**config.mk**
```make
export PLATFORM = sky130hd
export DESIGN_NAME = fifo_with_match_extract
export DESIGN_NICKNAME = d
export VERILOG_FILES = /design/src/rtl/fwme_pkg.sv /design/src/rtl/fifo_with_match_extract.sv /design/src/rtl/fwme_front.sv /design/src/rtl/fwme_back.sv
export SDC_FILE = /design/constraint.sdc
export NUM_CORES = 1
export LEC_CHECK = 0
export BUFFER_PORTS_ARGS = -buffer_cell sky130_fd_sc_hd__buf_4
export CORE_ASPECT_RATIO = 1.75
export CORE_MARGIN = 2
export CORE_UTILIZATION = 65
export CTS_BUF_LIST = sky130_fd_sc_hd__clkbuf_2 sky130_fd_sc_hd__clkbuf_4 sky130_fd_sc_hd__clkbuf_8
export CTS_CLUSTER_DIAMETER = 120
export DETAILED_ROUTE_END_ITERATION = 12
export PLACE_DENSITY = 0.88
export SLEW_MARGIN = 25
export SYNTH_ARGS = -nofsm -noshare
export SYNTH_HDL_FRONTEND = slang
export SYNTH_HIERARCHICAL = 1
export SYNTH_SLANG_ARGS = --single-unit
```
**constraint.sdc**
```tcl
create_clock -name i_clk -period 5.6 [get_ports i_clk]
set_input_delay 0.28 -clock i_clk [delete_from_list [all_inputs] [get_ports i_clk]]
set_output_delay 0.28 -clock i_clk [all_outputs]
set_load 0.01 [all_outputs]
```
**src/rtl/fwme_pkg.sv**
```systemverilog
// Shared types, constants and codes of the match-extract queue.
`timescale 1ns / 1ps
package fwme_pkg;

    localparam int DEPTH      = 32;
    localparam int IDX_W      = $clog2(DEPTH);
    localparam int OCC_W      = IDX_W + 1;
    localparam int DATA_BITS  = 16;
    localparam int COUNT_BITS = 8;
    localparam int FUNC_W     = 2;
    localparam int STATUS_W   = 2;
    localparam int CAP_W      = 6;
    localparam int APB_DW     = 32;
    localparam int APB_AW     = 3;

    // operation codes
    localparam logic [FUNC_W-1:0] FUNC_PUSH    = 2'd0;
    localparam logic [FUNC_W-1:0] FUNC_POP     = 2'd1;
    localparam logic [FUNC_W-1:0] FUNC_EXTRACT = 2'd2;
    localparam logic [FUNC_W-1:0] FUNC_NOP     = 2'd3;

    // result status codes
    localparam logic [STATUS_W-1:0] ST_OK        = 2'd0;
    localparam logic [STATUS_W-1:0] ST_EMPTY     = 2'd1;
    localparam logic [STATUS_W-1:0] ST_FULL      = 2'd2;
    localparam logic [STATUS_W-1:0] ST_NOT_FOUND = 2'd3;

    // register index of the capacity register
    localparam logic REG_CAPACITY = 1'b0;

    localparam logic [CAP_W-1:0] CAP_RESET = CAP_W'(DEPTH);

    typedef struct packed {
        logic [FUNC_W-1:0]     func;
        logic [DATA_BITS-1:0]  cust_data;
        logic [COUNT_BITS-1:0] cust_count;
        logic [COUNT_BITS-1:0] wanted_count;
    } t_in;

    typedef struct packed {
        logic [STATUS_W-1:0]   status;
        logic [DATA_BITS-1:0]  out_data;
        logic [COUNT_BITS-1:0] out_count;
        logic [OCC_W-1:0]      occupancy;
    } t_out;

    typedef struct packed {
        logic [DATA_BITS-1:0]  data;
        logic [COUNT_BITS-1:0] count;
    } t_entry;

endpackage

```
**src/rtl/fifo_with_match_extract.sv**
```systemverilog
// Top level: order-preserving queue with extract-by-count and APB capacity register.
// Push, refused operations and the no-op register their result in the cycle after
//   acceptance; a pop reads the store first (S_POP); an extract searches (S_SEARCH),
//   then closes the gap (S_SHIFT). One push or no-op per cycle while results are popped;
//   the engine takes one request at a time, one store read or one move per cycle.
// Reset (synchronous, active low): queue empty, pointers at zero, capacity 32; the entry
//   store itself is not cleared and needs no clearing pass.
`timescale 1ns / 1ps
module fifo_with_match_extract (
    input  logic                          i_clk,
    input  logic                          i_rst_n,
    // request side
    input  logic                          push,
    output logic                          full,
    input  fwme_pkg::t_in                 i_push_item,
    // result side
    output logic                          empty,
    input  logic                          pop,
    output fwme_pkg::t_out                o_pop_item,
    // configuration port
    input  logic                          psel,
    input  logic                          penable,
    input  logic                          pwrite,
    input  logic [fwme_pkg::APB_AW-1:0]   paddr,
    input  logic [fwme_pkg::APB_DW-1:0]   pwdata,
    output logic [fwme_pkg::APB_DW-1:0]   prdata,
    output logic                          pready
);
    import fwme_pkg::*;

    logic [CAP_W-1:0] r_capacity;
    logic [OCC_W-1:0] eff_cap;
    logic             cfg_wr;
    logic             req_valid;
    logic             req_take;
    logic             res_valid;
    t_in              req;

    // Register index is the top address bit; addresses with it set are ignored.
    assign pready = 1'b1;
    assign cfg_wr = psel && penable && pwrite && pready;

    always_ff @(posedge i_clk) begin
        if (!i_rst_n) begin
            r_capacity <= CAP_RESET;
        end else if (cfg_wr && (paddr[APB_AW-1] == REG_CAPACITY)) begin
            r_capacity <= pwdata[CAP_W-1:0];
        end
    end

    assign prdata = (paddr[APB_AW-1] == REG_CAPACITY) ?
                    {{(APB_DW-CAP_W){1'b0}}, r_capacity} : '0;

    // Capacity above the store depth saturates; zero refuses every push.
    assign eff_cap = (r_capacity > CAP_W'(DEPTH)) ? OCC_W'(DEPTH) : OCC_W'(r_capacity);

    // Front: requests wait here so the input side keeps moving while the
    // engine is busy with a long extract or the result is still held.
    fwme_front u_front (
        .i_clk   (i_clk),
        .i_rst_n (i_rst_n),
        .i_push  (push),
        .o_full  (full),
        .i_item  (i_push_item),
        .o_valid (req_valid),
        .o_item  (req),
        .i_take  (req_take)
    );

    // Back: one request at a time; the result register is the output stage.
    fwme_back u_back (
        .i_clk       (i_clk),
        .i_rst_n     (i_rst_n),
        .i_req_valid (req_valid),
        .i_req       (req),
        .o_req_take  (req_take),
        .i_eff_cap   (eff_cap),
        .o_res_valid (res_valid),
        .o_res       (o_pop_item),
        .i_res_pop   (pop)
    );

    assign empty = !res_valid;

endmodule

```
**src/rtl/fwme_front.sv**
```systemverilog
// Front end: two-slot request queue between the input port and the engine.
`timescale 1ns / 1ps
module fwme_front (
    input  logic          i_clk,
    input  logic          i_rst_n,
    input  logic          i_push,
    output logic          o_full,
    input  fwme_pkg::t_in i_item,
    output logic          o_valid,
    output fwme_pkg::t_in o_item,
    input  logic          i_take
);
    import fwme_pkg::*;

    t_in        r_slot [2];
    logic       r_wr_ptr;
    logic       r_rd_ptr;
    logic [1:0] r_cnt;
    logic       wr_en;
    logic       rd_en;

    assign o_full  = (r_cnt == 2'd2);
    assign o_valid = (r_cnt != 2'd0);
    assign o_item  = r_slot[r_rd_ptr];
    assign wr_en   = i_push && !o_full;
    assign rd_en   = i_take && o_valid;

    always_ff @(posedge i_clk) begin
        if (!i_rst_n) begin
            r_wr_ptr <= 1'b0;
            r_rd_ptr <= 1'b0;
            r_cnt    <= 2'd0;
        end else begin
            if (wr_en) begin
                r_wr_ptr <= !r_wr_ptr;
            end
            if (rd_en) begin
                r_rd_ptr <= !r_rd_ptr;
            end
            r_cnt <= r_cnt + {1'b0, wr_en} - {1'b0, rd_en};
        end
    end

    always_ff @(posedge i_clk) begin
        if (wr_en) begin
            r_slot[r_wr_ptr] <= i_item;
        end
    end

endmodule

```
**src/rtl/fwme_back.sv**
```systemverilog
// Back end: entry store, head/tail pointers and the pop/extract sequencer.
`timescale 1ns / 1ps
module fwme_back (
    input  logic                         i_clk,
    input  logic                         i_rst_n,
    input  logic                         i_req_valid,
    input  fwme_pkg::t_in                i_req,
    output logic                         o_req_take,
    input  logic [fwme_pkg::OCC_W-1:0]   i_eff_cap,
    output logic                         o_res_valid,
    output fwme_pkg::t_out               o_res,
    input  logic                         i_res_pop
);
    import fwme_pkg::*;

    localparam logic [1:0] S_IDLE   = 2'd0;
    localparam logic [1:0] S_POP    = 2'd1;
    localparam logic [1:0] S_SEARCH = 2'd2;
    localparam logic [1:0] S_SHIFT  = 2'd3;

    t_entry r_mem [DEPTH];
    t_entry r_rd;

    logic [1:0]            r_state, n_state;
    logic [IDX_W-1:0]      r_head, n_head;
    logic [IDX_W-1:0]      r_tail, n_tail;
    logic [OCC_W-1:0]      r_total, n_total;
    logic [IDX_W-1:0]      r_pos, n_pos;
    logic [IDX_W-1:0]      r_k, n_k;
    logic [COUNT_BITS-1:0] r_want, n_want;
    t_entry                r_found, n_found;
    logic                  r_res_valid, n_res_valid;
    t_out                  r_res, n_res;

    logic             mem_we;
    logic [IDX_W-1:0] mem_waddr;
    t_entry           mem_wdata;
    logic             mem_re;
    logic [IDX_W-1:0] mem_raddr;
    logic             slot_free;
    logic [OCC_W-1:0] k_plus1;
    logic [OCC_W-1:0] k_plus2;

    assign o_res_valid = r_res_valid;
    assign o_res       = r_res;
    assign slot_free   = !r_res_valid || i_res_pop;
    assign o_req_take  = (r_state == S_IDLE) && i_req_valid && slot_free;
    assign k_plus1     = {1'b0, r_k} + OCC_W'(1);
    assign k_plus2     = {1'b0, r_k} + OCC_W'(2);

    always_comb begin
        n_state     = r_state;
        n_head      = r_head;
        n_tail      = r_tail;
        n_total     = r_total;
        n_pos       = r_pos;
        n_k         = r_k;
        n_want      = r_want;
        n_found     = r_found;
        n_res_valid = r_res_valid && !i_res_pop;
        n_res       = r_res;
        mem_we      = 1'b0;
        mem_waddr   = r_tail;
        mem_wdata   = '0;
        mem_re      = 1'b0;
        mem_raddr   = r_head;

        unique case (r_state)
            S_IDLE: begin
                if (o_req_take) begin
                    unique case (i_req.func)
                        FUNC_PUSH: begin
                            n_res_valid = 1'b1;
                            if (r_total >= i_eff_cap) begin
                                n_res = '{ST_FULL, '0, '0, r_total};
                            end else begin
                                mem_we    = 1'b1;
                                mem_wdata = '{i_req.cust_data, i_req.cust_count};
                                n_tail    = r_tail + IDX_W'(1);
                                n_total   = r_total + OCC_W'(1);
                                n_res     = '{ST_OK, '0, '0, r_total + OCC_W'(1)};
                            end
                        end
                        FUNC_POP: begin
                            if (r_total == '0) begin
                                n_res_valid = 1'b1;
                                n_res       = '{ST_EMPTY, '0, '0, r_total};
                            end else begin
                                mem_re  = 1'b1;
                                n_state = S_POP;
                            end
                        end
                        FUNC_EXTRACT: begin
                            if (r_total == '0) begin
                                n_res_valid = 1'b1;
                                n_res       = '{ST_NOT_FOUND, '0, '0, r_total};
                            end else begin
                                mem_re  = 1'b1;
                                n_pos   = r_head;
                                n_k     = '0;
                                n_want  = i_req.wanted_count;
                                n_state = S_SEARCH;
                            end
                        end
                        FUNC_NOP: begin
                            n_res_valid = 1'b1;
                            n_res       = '{ST_OK, '0, '0, r_total};
                        end
                        default: begin
                            n_res_valid = 1'b1;
                            n_res       = '{ST_OK, '0, '0, r_total};
                        end
                    endcase
                end
            end
            S_POP: begin
                n_res_valid = 1'b1;
                n_res       = '{ST_OK, r_rd.data, r_rd.count, r_total - OCC_W'(1)};
                n_head      = r_head + IDX_W'(1);
                n_total     = r_total - OCC_W'(1);
                n_state     = S_IDLE;
            end
            S_SEARCH: begin
                if (r_rd.count == r_want) begin
                    n_found = r_rd;
                    if (k_plus1 < r_total) begin
                        mem_re    = 1'b1;
                        mem_raddr = r_pos + IDX_W'(1);
                        n_state   = S_SHIFT;
                    end else begin
                        n_res_valid = 1'b1;
                        n_res       = '{ST_OK, r_rd.data, r_rd.count, r_total - OCC_W'(1)};
                        n_tail      = r_tail - IDX_W'(1);
                        n_total     = r_total - OCC_W'(1);
                        n_state     = S_IDLE;
                    end
                end else if (k_plus1 < r_total) begin
                    // step on to the next entry, read issued one ahead
                    mem_re    = 1'b1;
                    mem_raddr = r_pos + IDX_W'(1);
                    n_pos     = r_pos + IDX_W'(1);
                    n_k       = r_k + IDX_W'(1);
                end else begin
                    n_res_valid = 1'b1;
                    n_res       = '{ST_NOT_FOUND, '0, '0, r_total};
                    n_state     = S_IDLE;
                end
            end
            S_SHIFT: begin
                // close the gap: r_rd holds the entry one place behind r_pos
                mem_we    = 1'b1;
                mem_waddr = r_pos;
                mem_wdata = r_rd;
                n_pos     = r_pos + IDX_W'(1);
                n_k       = r_k + IDX_W'(1);
                if (k_plus2 < r_total) begin
                    mem_re    = 1'b1;
                    mem_raddr = r_pos + IDX_W'(2);
                end else begin
                    n_res_valid = 1'b1;
                    n_res       = '{ST_OK, r_found.data, r_found.count, r_total - OCC_W'(1)};
                    n_tail      = r_tail - IDX_W'(1);
                    n_total     = r_total - OCC_W'(1);
                    n_state     = S_IDLE;
                end
            end
            default: begin
                n_state = S_IDLE;
            end
        endcase
    end

    always_ff @(posedge i_clk) begin
        if (!i_rst_n) begin
            r_state     <= S_IDLE;
            r_head      <= '0;
            r_tail      <= '0;
            r_total     <= '0;
            r_res_valid <= 1'b0;
        end else begin
            r_state     <= n_state;
            r_head      <= n_head;
            r_tail      <= n_tail;
            r_total     <= n_total;
            r_res_valid <= n_res_valid;
        end
    end

    always_ff @(posedge i_clk) begin
        r_pos   <= n_pos;
        r_k     <= n_k;
        r_want  <= n_want;
        r_found <= n_found;
        r_res   <= n_res;
    end

    always_ff @(posedge i_clk) begin
        if (mem_we) begin
            r_mem[mem_waddr] <= mem_wdata;
        end
        if (mem_re) begin
            r_rd <= r_mem[mem_raddr];
        end
    end

endmodule
```
==> reports/qor.csv <==
stage,metric,value,unit
die,Die X,195.1,um
timing,unrepaired setup endpoints after global routing,false,
logic_synthesis,#FFs+latches synth,964,
route,vias after detailed routing,27420,
critical_path,crit path kind,reg2reg,
route,Pre-antenna DRT Iters,6,
logic_synthesis,Yosys top cell area share,67.50,%
power_and_ir_drop,power per cell area,487.3,nW/um^2
timing,Slew headroom,29.37,%
route,Residual DRC,0,
place,DP Area,43050,um^2
die,die area,66040,um^2
grt,Total GRT Usage,31.63,%
power_and_ir_drop,Reg power frac,41.4,%
critical_path,WP data arrival,5.39,ns
grt,initial antenna violation count,2,
route,DR vias/cell,6.894,
critical_path,Worst Path Required,6.15,ns
grt,largest net degree at the start of global routing,138,
timing,final setup fails,0,
logic_synthesis,ys async rst share,0,%
timing,max-slew violation count,0,
logic_synthesis,Syn Std Cell Area,41550,um^2
clocking,clock-pin slew on the worst setup and hold paths,0.07,ns
grt,vias in the first global route,27810,
grt,first-pass GRT wire length,159100,um
route,initial DRC count,3948,
power_and_ir_drop,Peak VDD IR,0.0003714,V
clocking,Root Driver,clkbuf_8,
place,port buffer count,87,
critical_path,crit path launch type,flip-flop,
route,wire per inst,26.56,um
min_path,Hold Startpoint,pop,
timing,Period minus WS final,4.838,ns
route,"antenna viol nets, final",0,
clocking,number of CTS-inserted buffers,117,
clocking,H-tree Lvls,3,
clocking,clk sinks,964,
run_status,outcome,completed,
job,Max Cap Violations,0,
power_and_ir_drop,Pleak,0.01589,uW
die,boundary pin count,143,
cells_and_area,layout cells sized above 1,18.08,%
place,GPL Wtd Cong,0.9157,
logic_synthesis,Post-synth EDFFs,934,
die,Initial Utilization,65.75,%
timing,final setup skew,0.02987,ns
logic_synthesis,Post-Syn Instances,2966,
logic_synthesis,"Top FF cell, synth",edfxtp_1,
critical_path,R2R Path Start,u_back/r_k[1],
clocking,Setup Buffers After CTS,0,
logic_synthesis,yosys warns,6,
die,Row Count,122,
logic_synthesis,synth cell count leaders,"934 x edfxtp_1, 446 x nand2_1, 170 x a21boi_0, 150 x a21o_1, 116 x clkbuf_1",
power_and_ir_drop,P_sw,8195,uW
place,DPL Wire Length,64980,um
logic_synthesis,Synth area leaders,"edfxtp_1 68%, nand2_1 4.0%, a21boi_0 3.1%, a21o_1 2.7%, a31o_2 1.9%",
power_and_ir_drop,power share of the combinational group,36.4,%
logic_synthesis,most instantiated library cell after synthesis,edfxtp_1,
clocking,Resized cells post-CTS,0,
critical_path,Crit. End Element,flip-flop,
clocking,Clock Tree Buf Depth,3,
timing,final hold violation count,0,
route,final wirelength,105600,um
die,die outline height,338.5,um
cells_and_area,Final Util,72.62,%
power_and_ir_drop,Sw Share,36.65,%
die,core box area,63200,um^2
power_and_ir_drop,Clk network pwr share,22.2,%
timing,worst slew pin tran,1.057,ns
logic_synthesis,register area share after synthesis,68.95,%
min_path,class of the worst hold path,in2reg,
critical_path,Crit. Startpoint,u_back/r_k[1],
logic_synthesis,"area leader, netlist",edfxtp_1,
grt,gr ovfl total,0,
clocking,TritonCTS clock tree,done,
logic_synthesis,Post-Syn Area per Cell,14.01,um^2
timing,fin crit share,86.39,%
clocking,Clock Latency Late Sink,0.73,ns
cells_and_area,design area,45890,um^2
logic_synthesis,count of different cell masters after synthesis,81,
critical_path,Critical Path Fanout Max,91,
timing,TNS Setup,0,ns
timing,maximum clock rate,206.7,MHz
power_and_ir_drop,Int Pwr,14170,uW
cells_and_area,Nets,3192,
cells_and_area,area grow syn2layout,10.45,%
-- layer usage --
| layer | global-route usage, % | up-vias | routed length, um |
|---|---|---|---|
| met1 | 35.58 | 13360 | 33470 |
| met4 | 20.37 | 2 | 6972 |
| met5 | 0 | - | 17 |
| met3 | 5.412 | 462 | 9977 |
| li1 | - | 11580 | - |
| met2 | 55.54 | 2015 | 55200 |
-- final cells by class --
class	count	area (um^2)
inverters	32	120.1
fillers	3480	17310
clock buffers	145	1839
well taps	806	1008
multi-input cells	1747	11890
repair buffers	217	1894
flip-flops and latches	964	28650
diodes	1	2.502
clock inverters	65	489.2
-- through the flow --
stage                     hold slack (ns)  std cells  setup WS, ns  power [uW]
after detailed placement           0.4686       3723        0.9782       17150
after global placement             0.4654       3722         1.143       16640
after floorplan                    0.3789       2991         1.840       14710
final                              0.1176       3977        0.7620       22360
after CTS                         0.08125       3976        0.9005       22070
after global routing               0.1038       3977        0.5440       23180
-- final timing paths --
kind / endpoint / cells after the start / slack [ns]
hold / removal: u_back/o_res_valid / 5 / 0.12
setup reg to reg: u_back/r_rd[5] / 13 / 0.76
setup / recovery: u_back/r_rd[5] / 13 / 0.76
hold reg to reg: r_capacity[4] / 2 / 0.50
-- placed cells by master (no fill, tap or decap), types with 14 or more instances in the layout --
cell type / n
conb_1: 27
clkbuf_4: 25
edfxtp_1: 934
inv_1: 30
a21oi_1: 65
clkinv_2: 18
a22oi_1: 50
and2_1: 15
and3_1: 102
nand3_1: 15
o32ai_1: 73
buf_4: 162
clkinv_1: 37
nor2_2: 38
xor2_1: 14
o32a_1: 48
a21boi_1: 28
a21boi_0: 170
a32oi_1: 69
nor2_4: 22
clkbuf_8: 120
dfxtp_1: 29
dlygate4sd3_1: 43
and4_1: 23
nor2_1: 53
ha_1: 35
a21o_1: 150
xnor2_1: 20
nand2_1: 446
o21ai_0: 27
mux2_4: 30
a31o_2: 92
-- cells by family after synthesis --
family                     count (synthesis)  synth area share (%)
DFF                                      964                 68.95
AOI/OAI and AO/OA                        829                 15.66
adders and majority gates                 37                 1.132
buffers and inverters                    280                 3.472
muxes                                     46                 1.488
and+or+nand+nor                          774                 8.564
other                                      2               0.01807
xor gates and xnor gates                  34                0.7167
-- power by group through the flow --
stage	combinational, uW	sequential, uW	clock (uW)
2_1_floorplan	5450	9260	0
6_report	8130	9270	4960
4_1_cts	7860	9250	4960
5_1_grt	8620	9290	5270
3_5_place_dp	7740	9410	0
3_3_place_gp	7270	9370	0
-- flip-flops by register name, indices dropped and copies added, names as in the netlist, 2 cells and up, named ones only --
signal / count
r_capacity: 6
u_back/o_res: 32
u_back/r_found: 24
u_back/r_head: 5
u_back/r_k: 5
u_back/r_mem: 768
u_back/r_pos: 5
u_back/r_rd: 24
u_back/r_state: 2
u_back/r_tail: 5
u_back/r_total: 6
u_back/r_want: 8
u_front/r_cnt: 2
u_front/r_slot: 68
-- critical path, stage by stage (launching register included) --
cell and delay (ns):
edfxtp_1 0.44, ha_1 0.26, and3_1 0.21, and2_1 0.16, ha_1 0.30, nand2_1 0.07
o21ai_0 0.31, or3_1 0.20, and2_4 0.78, nand2_4 0.52, buf_12 0.38, a21o_1 0.19
a32oi_1 0.38, and4_1 0.35
-- what timing repair did --
action / in CTS / in global routing
endpoints found under the hold margin: 81 / 0
hold buffers: 43 / 0
endpoints found under the setup margin: 0 / 0
No activity file was read; power rests on OpenSTA's default activity.
